`src/hw/rtl/dqs_pkg.sv`:
```
// Shared codes and types for the deque with membership search.
// No dependencies; compiled first.
package dqs_pkg;

    localparam logic [2:0] OP_PUSH_FRONT = 3'd0;
    localparam logic [2:0] OP_PUSH_BACK  = 3'd1;
    localparam logic [2:0] OP_POP_FRONT  = 3'd2;
    localparam logic [2:0] OP_POP_BACK   = 3'd3;
    localparam logic [2:0] OP_SEARCH     = 3'd4;
    localparam logic [2:0] OP_CLEAR      = 3'd5;

    localparam logic [1:0] STAT_OK    = 2'd0;
    localparam logic [1:0] STAT_EMPTY = 2'd1;
    localparam logic [1:0] STAT_FULL  = 2'd2;

    typedef struct packed {
        logic push;
        logic pop;
        logic at_front;
        logic search;
        logic clear;
    } cmd_flags_t;

endpackage

```
`src/hw/rtl/dqs_req_if.sv`:
```
// Request channel: operation and value with valid/ready.
// No dependencies.
interface dqs_req_if #(
    parameter int VALUE_BITS = 32
);
    logic                  valid;
    logic                  ready;
    logic [2:0]            operation;
    logic [VALUE_BITS-1:0] value;

    modport source (output valid, output operation, output value, input ready);
    modport sink   (input valid, input operation, input value, output ready);
endinterface

```
`src/hw/rtl/dqs_rsp_if.sv`:
```
// Response channel: popped value, search hit, status and occupancy.
// No dependencies.
interface dqs_rsp_if #(
    parameter int VALUE_BITS = 32,
    parameter int OCC_BITS   = 7
);
    logic                  valid;
    logic                  ready;
    logic [VALUE_BITS-1:0] result_value;
    logic                  found;
    logic [1:0]            status;
    logic [OCC_BITS-1:0]   occupancy;

    modport source (output valid, output result_value, output found, output status,
                    output occupancy, input ready);
    modport sink   (input valid, input result_value, input found, input status,
                    input occupancy, output ready);
endinterface

```
`src/hw/rtl/dqs_front.sv`:
```
// Front end: accepts request items and decodes the operation into command flags.
// Depends on dqs_pkg.
module dqs_front #(
    parameter int VALUE_BITS = 32
) (
    input  logic                  req_valid,
    output logic                  req_ready,
    input  logic [2:0]            operation,
    input  logic [VALUE_BITS-1:0] value,
    output logic                  enq_valid,
    input  logic                  enq_ready,
    output dqs_pkg::cmd_flags_t   enq_flags,
    output logic [VALUE_BITS-1:0] enq_value
);
    import dqs_pkg::*;

    assign req_ready = enq_ready;
    assign enq_valid = req_valid;
    assign enq_value = value;

    always_comb
    begin
        enq_flags = '0;
        case (operation)
            OP_PUSH_FRONT:
            begin
                enq_flags.push     = 1'b1;
                enq_flags.at_front = 1'b1;
            end
            OP_PUSH_BACK:  enq_flags.push = 1'b1;
            OP_POP_FRONT:
            begin
                enq_flags.pop      = 1'b1;
                enq_flags.at_front = 1'b1;
            end
            OP_POP_BACK:   enq_flags.pop    = 1'b1;
            OP_SEARCH:     enq_flags.search = 1'b1;
            OP_CLEAR:      enq_flags.clear  = 1'b1;
            default:       enq_flags = '0;
        endcase
    end
endmodule

```
`src/hw/rtl/dqs_cmd_fifo.sv`:
```
// Two-entry command queue between front end and execution back end.
// No dependencies.
module dqs_cmd_fifo #(
    parameter int WIDTH = 37
) (
    input  logic             clk,
    input  logic             rst_n,
    input  logic             push_valid,
    output logic             push_ready,
    input  logic [WIDTH-1:0] push_data,
    output logic             pop_valid,
    input  logic             pop,
    output logic [WIDTH-1:0] pop_data
);
    logic [WIDTH-1:0] data_reg [2];
    logic             wr_ptr_reg, wr_ptr_next;
    logic             rd_ptr_reg, rd_ptr_next;
    logic [1:0]       cnt_reg, cnt_next;
    logic             do_push, do_pop;

    assign push_ready = (cnt_reg != 2'd2);
    assign pop_valid  = (cnt_reg != 2'd0);
    assign pop_data   = data_reg[rd_ptr_reg];
    assign do_push    = push_valid && push_ready;
    assign do_pop     = pop && pop_valid;

    always_comb
    begin
        wr_ptr_next = do_push ? ~wr_ptr_reg : wr_ptr_reg;
        rd_ptr_next = do_pop ? ~rd_ptr_reg : rd_ptr_reg;
        cnt_next    = cnt_reg + {1'b0, do_push} - {1'b0, do_pop};
    end

    always_ff @(posedge clk or negedge rst_n)
    begin
        if (!rst_n)
        begin
            wr_ptr_reg <= 1'b0;
            rd_ptr_reg <= 1'b0;
            cnt_reg    <= 2'd0;
        end
        else
        begin
            wr_ptr_reg <= wr_ptr_next;
            rd_ptr_reg <= rd_ptr_next;
            cnt_reg    <= cnt_next;
        end
    end

    always_ff @(posedge clk)
    begin
        if (do_push)
        begin
            data_reg[wr_ptr_reg] <= push_data;
        end
    end
endmodule

```
`src/hw/rtl/dqs_back.sv`:
```
// Back end: ring-buffer memory, front index and count, sequential search, result register.
// Depends on dqs_pkg.
module dqs_back #(
    parameter int CAPACITY   = 64,
    parameter int VALUE_BITS = 32,
    parameter int OCC_BITS   = $clog2(CAPACITY + 1)
) (
    input  logic                  clk,
    input  logic                  rst_n,
    input  logic                  cmd_valid,
    output logic                  cmd_pop,
    input  dqs_pkg::cmd_flags_t   cmd_flags,
    input  logic [VALUE_BITS-1:0] cmd_value,
    output logic                  rsp_valid,
    input  logic                  rsp_ready,
    output logic [VALUE_BITS-1:0] rsp_value,
    output logic                  rsp_found,
    output logic [1:0]            rsp_status,
    output logic [OCC_BITS-1:0]   rsp_occupancy
);
    import dqs_pkg::*;

    localparam int IDX_W = (CAPACITY > 1) ? $clog2(CAPACITY) : 1;
    localparam logic [IDX_W:0]    CAP_W = (IDX_W + 1)'(CAPACITY);
    localparam logic [OCC_BITS-1:0] CAP_C = OCC_BITS'(CAPACITY);

    localparam logic [1:0] S_IDLE = 2'd0;
    localparam logic [1:0] S_POP  = 2'd1;
    localparam logic [1:0] S_SRCH = 2'd2;

    logic [VALUE_BITS-1:0] mem [CAPACITY];

    logic [1:0]            state_reg, state_next;
    logic [IDX_W-1:0]      front_reg, front_next;
    logic [OCC_BITS-1:0]   count_reg, count_next;
    logic [IDX_W-1:0]      cmp_reg, cmp_next;
    logic [VALUE_BITS-1:0] key_reg, key_next;
    logic [VALUE_BITS-1:0] rd_data_reg;

    logic                  out_valid_reg;
    logic [VALUE_BITS-1:0] out_value_reg;
    logic                  out_found_reg;
    logic [1:0]            out_status_reg;
    logic [OCC_BITS-1:0]   out_occ_reg;

    logic                  slot_free, out_load;
    logic [VALUE_BITS-1:0] out_value_n;
    logic                  out_found_n;
    logic [1:0]            out_status_n;
    logic                  rd_en, wr_en;
    logic [IDX_W-1:0]      rd_addr, wr_addr;
    logic                  hit, last;

    function automatic logic [IDX_W-1:0] wrap(input logic [IDX_W-1:0] base,
                                              input logic [IDX_W:0] off);
        logic [IDX_W:0] sum;
        sum = {1'b0, base} + off;
        if (sum >= CAP_W)
        begin
            sum = sum - CAP_W;
        end
        return sum[IDX_W-1:0];
    endfunction

    assign slot_free = !out_valid_reg || rsp_ready;
    assign hit       = (rd_data_reg == key_reg);
    assign last      = ((IDX_W + 1)'(cmp_reg) + 1'b1) == (IDX_W + 1)'(count_reg);

    always_comb
    begin
        state_next   = state_reg;
        front_next   = front_reg;
        count_next   = count_reg;
        cmp_next     = cmp_reg;
        key_next     = key_reg;
        cmd_pop      = 1'b0;
        rd_en        = 1'b0;
        rd_addr      = front_reg;
        wr_en        = 1'b0;
        wr_addr      = front_reg;
        out_load     = 1'b0;
        out_value_n  = '0;
        out_found_n  = 1'b0;
        out_status_n = STAT_OK;
        case (state_reg)
            S_IDLE:
            begin
                if (cmd_valid && slot_free)
                begin
                    cmd_pop = 1'b1;
                    if (cmd_flags.push)
                    begin
                        out_load = 1'b1;
                        if (count_reg == CAP_C)
                        begin
                            out_status_n = STAT_FULL;
                        end
                        else
                        begin
                            wr_en = 1'b1;
                            if (cmd_flags.at_front)
                            begin
                                wr_addr    = wrap(front_reg, CAP_W - 1'b1);
                                front_next = wr_addr;
                            end
                            else
                            begin
                                wr_addr = wrap(front_reg, (IDX_W + 1)'(count_reg));
                            end
                            count_next = count_reg + 1'b1;
                        end
                    end
                    else if (cmd_flags.pop)
                    begin
                        if (count_reg == '0)
                        begin
                            out_load     = 1'b1;
                            out_value_n  = '1;
                            out_status_n = STAT_EMPTY;
                        end
                        else
                        begin
                            rd_en = 1'b1;
                            if (cmd_flags.at_front)
                            begin
                                rd_addr    = front_reg;
                                front_next = wrap(front_reg, (IDX_W + 1)'(1));
                            end
                            else
                            begin
                                rd_addr = wrap(front_reg,
                                               (IDX_W + 1)'(count_reg) - 1'b1);
                            end
                            count_next = count_reg - 1'b1;
                            state_next = S_POP;
                        end
                    end
                    else if (cmd_flags.search)
                    begin
                        if (count_reg == '0)
                        begin
                            out_load = 1'b1;
                        end
                        else
                        begin
                            rd_en      = 1'b1;
                            rd_addr    = front_reg;
                            cmp_next   = '0;
                            key_next   = cmd_value;
                            state_next = S_SRCH;
                        end
                    end
                    else if (cmd_flags.clear)
                    begin
                        out_load   = 1'b1;
                        count_next = '0;
                        front_next = '0;
                    end
                    else
                    begin
                        out_load = 1'b1;
                    end
                end
            end
            S_POP:
            begin
                if (slot_free)
                begin
                    out_load    = 1'b1;
                    out_value_n = rd_data_reg;
                    state_next  = S_IDLE;
                end
            end
            S_SRCH:
            begin
                if (hit || last)
                begin
                    if (slot_free)
                    begin
                        out_load    = 1'b1;
                        out_found_n = hit;
                        state_next  = S_IDLE;
                    end
                end
                else
                begin
                    cmp_next = cmp_reg + 1'b1;
                    rd_en    = 1'b1;
                    rd_addr  = wrap(front_reg, (IDX_W + 1)'(cmp_reg) + 1'b1);
                end
            end
            default:
            begin
                state_next = S_IDLE;
            end
        endcase
    end

    always_ff @(posedge clk or negedge rst_n)
    begin
        if (!rst_n)
        begin
            state_reg     <= S_IDLE;
            front_reg     <= '0;
            count_reg     <= '0;
            out_valid_reg <= 1'b0;
        end
        else
        begin
            state_reg <= state_next;
            front_reg <= front_next;
            count_reg <= count_next;
            if (out_load)
            begin
                out_valid_reg <= 1'b1;
            end
            else if (rsp_ready)
            begin
                out_valid_reg <= 1'b0;
            end
        end
    end

    always_ff @(posedge clk)
    begin
        cmp_reg <= cmp_next;
        key_reg <= key_next;
        if (out_load)
        begin
            out_value_reg  <= out_value_n;
            out_found_reg  <= out_found_n;
            out_status_reg <= out_status_n;
            out_occ_reg    <= count_next;
        end
    end

    always_ff @(posedge clk)
    begin
        if (wr_en)
        begin
            mem[wr_addr] <= cmd_value;
        end
        if (rd_en)
        begin
            rd_data_reg <= mem[rd_addr];
        end
    end

    assign rsp_valid     = out_valid_reg;
    assign rsp_value     = out_value_reg;
    assign rsp_found     = out_found_reg;
    assign rsp_status    = out_status_reg;
    assign rsp_occupancy = out_occ_reg;

    a_count_bound: assert property (@(posedge clk) disable iff (!rst_n)
        count_reg <= CAP_C)
        else $error("entry count above capacity");

    a_busy_no_pop: assert property (@(posedge clk) disable iff (!rst_n)
        (state_reg != S_IDLE) |-> !cmd_pop)
        else $error("command taken while back end busy");

    a_empty_sentinel: assert property (@(posedge clk) disable iff (!rst_n)
        (out_valid_reg && out_status_reg == STAT_EMPTY) |->
            (out_value_reg == '1 && out_occ_reg == '0))
        else $error("empty pop result malformed");

    a_found_ok: assert property (@(posedge clk) disable iff (!rst_n)
        (out_valid_reg && out_found_reg) |->
            (out_status_reg == STAT_OK && out_value_reg == '0 && out_occ_reg != '0))
        else $error("search hit with bad fields");

    a_full_occ: assert property (@(posedge clk) disable iff (!rst_n)
        (out_valid_reg && out_status_reg == STAT_FULL) |-> (out_occ_reg == CAP_C))
        else $error("full status below capacity");
endmodule

```
`src/hw/rtl/deque_with_membership_search_unit.sv`:
```
// Top level of the deque with membership search: front end, command queue, back end.
// Depends on dqs_pkg, dqs_req_if, dqs_rsp_if, dqs_front, dqs_cmd_fifo, dqs_back.
//
//  channel | role   | payload
//  req     | sink   | operation[2:0], value[VALUE_BITS-1:0]
//  rsp     | source | result_value, found, status[1:0], occupancy
//
// Items enter a two-entry command queue; one result is registered per item.
// Push, clear, no-op, empty pop and empty search load the result register from the idle state.
// Pop reads memory, then loads the result; search reads one ring-buffer entry per cycle up to a hit or the last entry.
// rst_n clears indexes, count and valid flags asynchronously; entry memory is not cleared.
// A stalled rsp holds the result register and the back end at its next result; req stalls when the queue is full.
module deque_with_membership_search_unit #(
    parameter int CAPACITY   = 64,
    parameter int VALUE_BITS = 32
) (
    input logic      clk,
    input logic      rst_n,
    dqs_req_if.sink  req,
    dqs_rsp_if.source rsp
);
    import dqs_pkg::*;

    localparam int OCC_BITS = $clog2(CAPACITY + 1);
    localparam int CMD_W    = $bits(cmd_flags_t) + VALUE_BITS;

    logic                  enq_valid, enq_ready;
    cmd_flags_t            enq_flags;
    logic [VALUE_BITS-1:0] enq_value;
    logic                  deq_valid, deq_pop;
    logic [CMD_W-1:0]      deq_data;
    cmd_flags_t            deq_flags;
    logic [VALUE_BITS-1:0] deq_value;

    dqs_front #(
        .VALUE_BITS(VALUE_BITS)
    ) u_front (
        .req_valid (req.valid),
        .req_ready (req.ready),
        .operation (req.operation),
        .value     (req.value),
        .enq_valid (enq_valid),
        .enq_ready (enq_ready),
        .enq_flags (enq_flags),
        .enq_value (enq_value)
    );

    dqs_cmd_fifo #(
        .WIDTH(CMD_W)
    ) u_cmd_fifo (
        .clk        (clk),
        .rst_n      (rst_n),
        .push_valid (enq_valid),
        .push_ready (enq_ready),
        .push_data  ({enq_flags, enq_value}),
        .pop_valid  (deq_valid),
        .pop        (deq_pop),
        .pop_data   (deq_data)
    );

    assign {deq_flags, deq_value} = deq_data;

    dqs_back #(
        .CAPACITY   (CAPACITY),
        .VALUE_BITS (VALUE_BITS),
        .OCC_BITS   (OCC_BITS)
    ) u_back (
        .clk           (clk),
        .rst_n         (rst_n),
        .cmd_valid     (deq_valid),
        .cmd_pop       (deq_pop),
        .cmd_flags     (deq_flags),
        .cmd_value     (deq_value),
        .rsp_valid     (rsp.valid),
        .rsp_ready     (rsp.ready),
        .rsp_value     (rsp.result_value),
        .rsp_found     (rsp.found),
        .rsp_status    (rsp.status),
        .rsp_occupancy (rsp.occupancy)
    );
endmodule
```
`src/flat_wrapper.sv`:
```
// flat-port wrapper written by rule: the top's interface ports become plain ports
module deque_with_membership_search_unit_flat import dqs_pkg::*;
#(
    parameter int CAPACITY   = 64,
    parameter int VALUE_BITS = 32
)
  (clk, rst_n, req_valid, req_operation, req_value, req_ready, rsp_valid, rsp_result_value, rsp_found, rsp_status, rsp_occupancy, rsp_ready);
  dqs_req_if #(.VALUE_BITS(VALUE_BITS)) req_i ();
  dqs_rsp_if #(.VALUE_BITS(VALUE_BITS)) rsp_i ();
  input logic clk;
  input logic rst_n;
  input wire logic [$bits(req_i.valid)-1:0] req_valid;
  input wire logic [$bits(req_i.operation)-1:0] req_operation;
  input wire logic [$bits(req_i.value)-1:0] req_value;
  output wire logic [$bits(req_i.ready)-1:0] req_ready;
  output wire logic [$bits(rsp_i.valid)-1:0] rsp_valid;
  output wire logic [$bits(rsp_i.result_value)-1:0] rsp_result_value;
  output wire logic [$bits(rsp_i.found)-1:0] rsp_found;
  output wire logic [$bits(rsp_i.status)-1:0] rsp_status;
  output wire logic [$bits(rsp_i.occupancy)-1:0] rsp_occupancy;
  input wire logic [$bits(rsp_i.ready)-1:0] rsp_ready;
  assign req_i.valid = req_valid;
  assign req_i.operation = req_operation;
  assign req_i.value = req_value;
  assign req_ready = req_i.ready;
  assign rsp_valid = rsp_i.valid;
  assign rsp_result_value = rsp_i.result_value;
  assign rsp_found = rsp_i.found;
  assign rsp_status = rsp_i.status;
  assign rsp_occupancy = rsp_i.occupancy;
  assign rsp_i.ready = rsp_ready;
  deque_with_membership_search_unit #(.CAPACITY(CAPACITY), .VALUE_BITS(VALUE_BITS)) u_core (.clk(clk), .rst_n(rst_n), .req(req_i), .rsp(rsp_i));
endmodule
```
`config.mk`:
```
export PLATFORM = sky130hd
export DESIGN_NAME = deque_with_membership_search_unit_flat
export DESIGN_NICKNAME = d
export VERILOG_FILES = /design/src/hw/rtl/dqs_pkg.sv /design/src/hw/rtl/dqs_req_if.sv /design/src/hw/rtl/dqs_rsp_if.sv /design/src/hw/rtl/dqs_front.sv /design/src/hw/rtl/dqs_cmd_fifo.sv /design/src/hw/rtl/dqs_back.sv /design/src/hw/rtl/deque_with_membership_search_unit.sv /design/src/flat_wrapper.sv
export SDC_FILE = /design/constraint.sdc
export NUM_CORES = 2
export LEC_CHECK = 0
export BUFFER_PORTS_ARGS = -buffer_cell sky130_fd_sc_hd__buf_2
export CORE_MARGIN = 2
export CORE_UTILIZATION = 57
export CTS_CLUSTER_SIZE = 12
export DETAILED_ROUTE_END_ITERATION = 7
export PLACE_DENSITY = 0.73
export SETUP_SLACK_MARGIN = 0.05
export SLEW_MARGIN = 20
export SYNTH_ARGS = -nofsm -noshare
export SYNTH_HDL_FRONTEND = slang
export SYNTH_SLANG_ARGS = --single-unit
```
`constraint.sdc`:
```
create_clock -name clk -period 4.41 [get_ports clk]
set_input_delay 0.2205 -clock clk [delete_from_list [all_inputs] [get_ports clk]]
set_output_delay 0.2205 -clock clk [all_outputs]
set_load 0.1 [all_outputs]
```
==> results.tsv <==
stage	metric	value	unit
place	number of port buffers	82	
logic_synthesis	syn nets	5925	
clock_tree	Max clock buf depth	3	
worst_setup_path	Worst Path Arrival	5.14	ns
sta	Tmin final	4.58	ns
routing	via count	58400	
global_route	all-layer global routing usage	0.324	
place	Final Wtd Congestion	0.949	
clock_tree	CTS Buf Count	216	
logic_synthesis	xor/xnor share of the synthesized area	0.00644	
outcome	failing checks	setup timing	
die	I/O pin total	83	
routing	DR pass1 iterations	6	
logic_synthesis	Mapped Area	89400	um2
die	DIE WIDTH	400	um
die	Die Y	400	um
logic_synthesis	cell with the most instances after synthesis	edfxtp_1	
clock_tree	clock latency on the worst-skew pair	0.87	ns
logic_synthesis	Synth Area in Adders	0.00431	
worst_setup_path	required time of the critical path	4.97	ns
cells_and_area	area occupied by registers	67600	um2
min_path	Hold/Removal Path Class	primary input to register	
cells_and_area	Final Core Density	0.685	
clock_tree	CTS tree	built	
logic_synthesis	top cells by area in the synthesized netlist	edfxtp_1, nand2_1, mux4_2	
worst_setup_path	Crit. End Element	register	
global_route	antenna violations before repair	8	
place	placed insts	8225	
die	row count	145	
logic_synthesis	synth cell count leaders	edfxtp_1, nand2_1, and3_1, nand3_1, clkbuf_1	
logic_synthesis	top cell type's share of synthesized area	0.751	
sta	Final Worst Setup Slack	-0.174	ns
global_route	first-pass GRT wire length	375000	um
place	Post-DP HPWL	161000	um
routing	via density per instance	6.73	
cells_and_area	layout cells sized above 1	0.221	
cells_and_area	nets	6587	
routing	DR DRC count	0	
clock_tree	Worst-path clk slew	0.06	ns
sta	crit share post-route	1.04	
clock_tree	Root Driver	clkbuf_16	
worst_setup_path	Top Family by Delay on Critical Path	simple AND/OR/NAND/NOR gates	
cells_and_area	Fillers	9727	
worst_setup_path	Slowest-stage cell, CP	or3_4	
sta	clock skew	0.0428	ns
die	Core Area	156000	um2
cells_and_area	Finished Layout Cells	8679	
clock_tree	TritonCTS sink count	2254	
logic_synthesis	syn_area_per_cell	15.3	um2
sta	Setup-failing EPs final	11	
logic_synthesis	FFs w/ async S/R, synth	0.00887	
logic_synthesis	Syn. warnings	0	
die	Initial Util	0.573	
logic_synthesis	sequential area share after synthesis	0.756	
outcome	status	complete, but fails checks	
global_route	gr ovfl total	0	
die	die area	160000	um2
worst_setup_path	Bufs and invs on worst path	2	
worst_setup_path	CP Launch Type	register	
logic_synthesis	flops & latches, synth	2254	
cells_and_area	Layout area overhead	19.6	%
worst_setup_path	critical path fanouts, max	11	
worst_setup_path	worst-path cell chain	ha_4 -> xor3_1 -> nor3_2 -> nand4_1 -> or3_4 -> a41oi_4 -> and2_4 -> buf_16 -> buf_6 -> mux4_2 -> a22oi_2 -> nand4_1 -> or3_4	
clock_tree	H-tree levels	4	
global_route	vias in the first global route	55300	
logic_synthesis	Post-Synth Simple-Gate Area	0.0955	
logic_synthesis	Synth Area in Compound Gates	0.0766	
sta	Pins Over Slew Limit	0	
logic_synthesis	mux cell area share after synthesis	0.0404	
sta	Max-slew headroom	0.193	
sta	RSZ-0062 raised after global routing	true	
logic_synthesis	Syn Inst Count	5857	
global_route	largest net degree at the start of global routing	66	
routing	WL/cell	30.6	um
sta	FMAX	218	MHz
logic_synthesis	Unique masters post-synth	71	
sta	TNS Setup	-0.668	ns
sta	Hold Violations, Final	0	
cells_and_area	Multi-input gate area	21700	um2
logic_synthesis	cell accounting for the most synthesized area	edfxtp_1	
cells_and_area	max reg flops	2048	
worst_setup_path	Crit Path Category	register to register	
sta	Worst Tran Pin Value	1.21	ns
routing	post-route ant nets	0	
routing	Routed WL	266000	um
logic_synthesis	Post-synth EDFFs	2234	
worst_setup_path	Slowest Stage Delay on Critical Path	0.54	ns
logic_synthesis	prevailing post-synth register cell	edfxtp_1	
logic_synthesis	largest family of logic cells by synthesized area	simple AND/OR/NAND/NOR gates	
job	Max-Cap Viols	0	
routing	First DRT Iteration DRCs	9427	
==> cells by family after synthesis <==
logic type      Yosys count
simple gates           1902
buf+inv                 421
compound gates          960
flops                  2254
mux                     227
xor+xnor                 64
fa+ha+maj                29
==> placed cells by master, fill, tap and decap left out, drive strengths merged, types with 27 or more instances in the layout <==
master,instances
buf,784
mux2i,88
xnor2,55
and3,272
nor2,123
clkbuf,297
mux4,103
a211oi,229
o21ai,104
a21o,40
mux2,36
a221oi,29
a32oi,52
a21oi,70
a31oi,186
nand4,59
nand2,1091
nand3,259
inv,27
a22oi,60
edfxtp,2234
a311oi,92
dlygate4sd3,40
nor3,39
==> per-layer routing <==
metal	GRT usage	up-vias	wire length, um
met4	0.124	8	11400
met3	0.0839	702	37700
met2	0.502	4511	123000
met1	0.446	29100	94000
met5	0	-	51
li1	-	24100	-
==> final timing paths <==
| kind | slack, ns | endpoint | startpoint | cells after the start |
|---|---|---|---|---|
| max in group asynchronous | 3.83 | u_core.u_cmd_fifo.rd_ptr_reg | rst_n | 4 |
| hold / removal | 0.11 | u_core.u_cmd_fifo.data_reg[0][3] | req_value[3] | 2 |
| setup / recovery | -0.17 | u_core.u_back.rd_data_reg[24] | u_core.u_back.cmp_reg[0] | 13 |
| hold reg to reg | 0.52 | u_core.u_cmd_fifo.cnt_reg[1] | u_core.u_cmd_fifo.cnt_reg[1] | 1 |
| min in group asynchronous | 0.42 | u_core.u_back.count_reg[2] | rst_n | 4 |
| setup reg to reg | -0.17 | u_core.u_back.rd_data_reg[24] | u_core.u_back.cmp_reg[0] | 13 |
==> cell type report <==
cell class                      instances  share of cell area
Sequential cell                      2254               0.632
Timing Repair Buffer                  844              0.0828
Clock buffer                          285              0.0537
Clock inverter                         34             0.00358
Tap cell                             2058              0.0241
Antenna cell                            1           0.0000234
Multi-Input combinational cell       3182               0.203
Inverter                               21            0.000738
==> what timing repair did <==
item / in CTS / in global routing
cloned: 10 / 13
resized for setup: 134 / 210
hold endpoints to repair: 97 / 0
setup endpoints to repair: 32 / 386
buffers inserted: 19 / 52
pin swaps: 36 / 77
hold buffers: 41 / 0
==> stage by stage <==
stage | worst slack (ns) | instance area [um2] | hold slack, ns
final | -0.174 | 107000 | 0.108
after global routing | -0.173 | 107000 | 0.102
after CTS | -0.0347 | 105000 | 0.0587
after detailed placement | -0.781 | 97600 | 0.228
after global placement | -0.781 | 97600 | 0.225
after floorplan | -0.0864 | 89400 | -0.0751
Power is left out: the tool's default activity adds up to more than one toggle a clock period on the data nets, which glitch-free logic cannot reach.
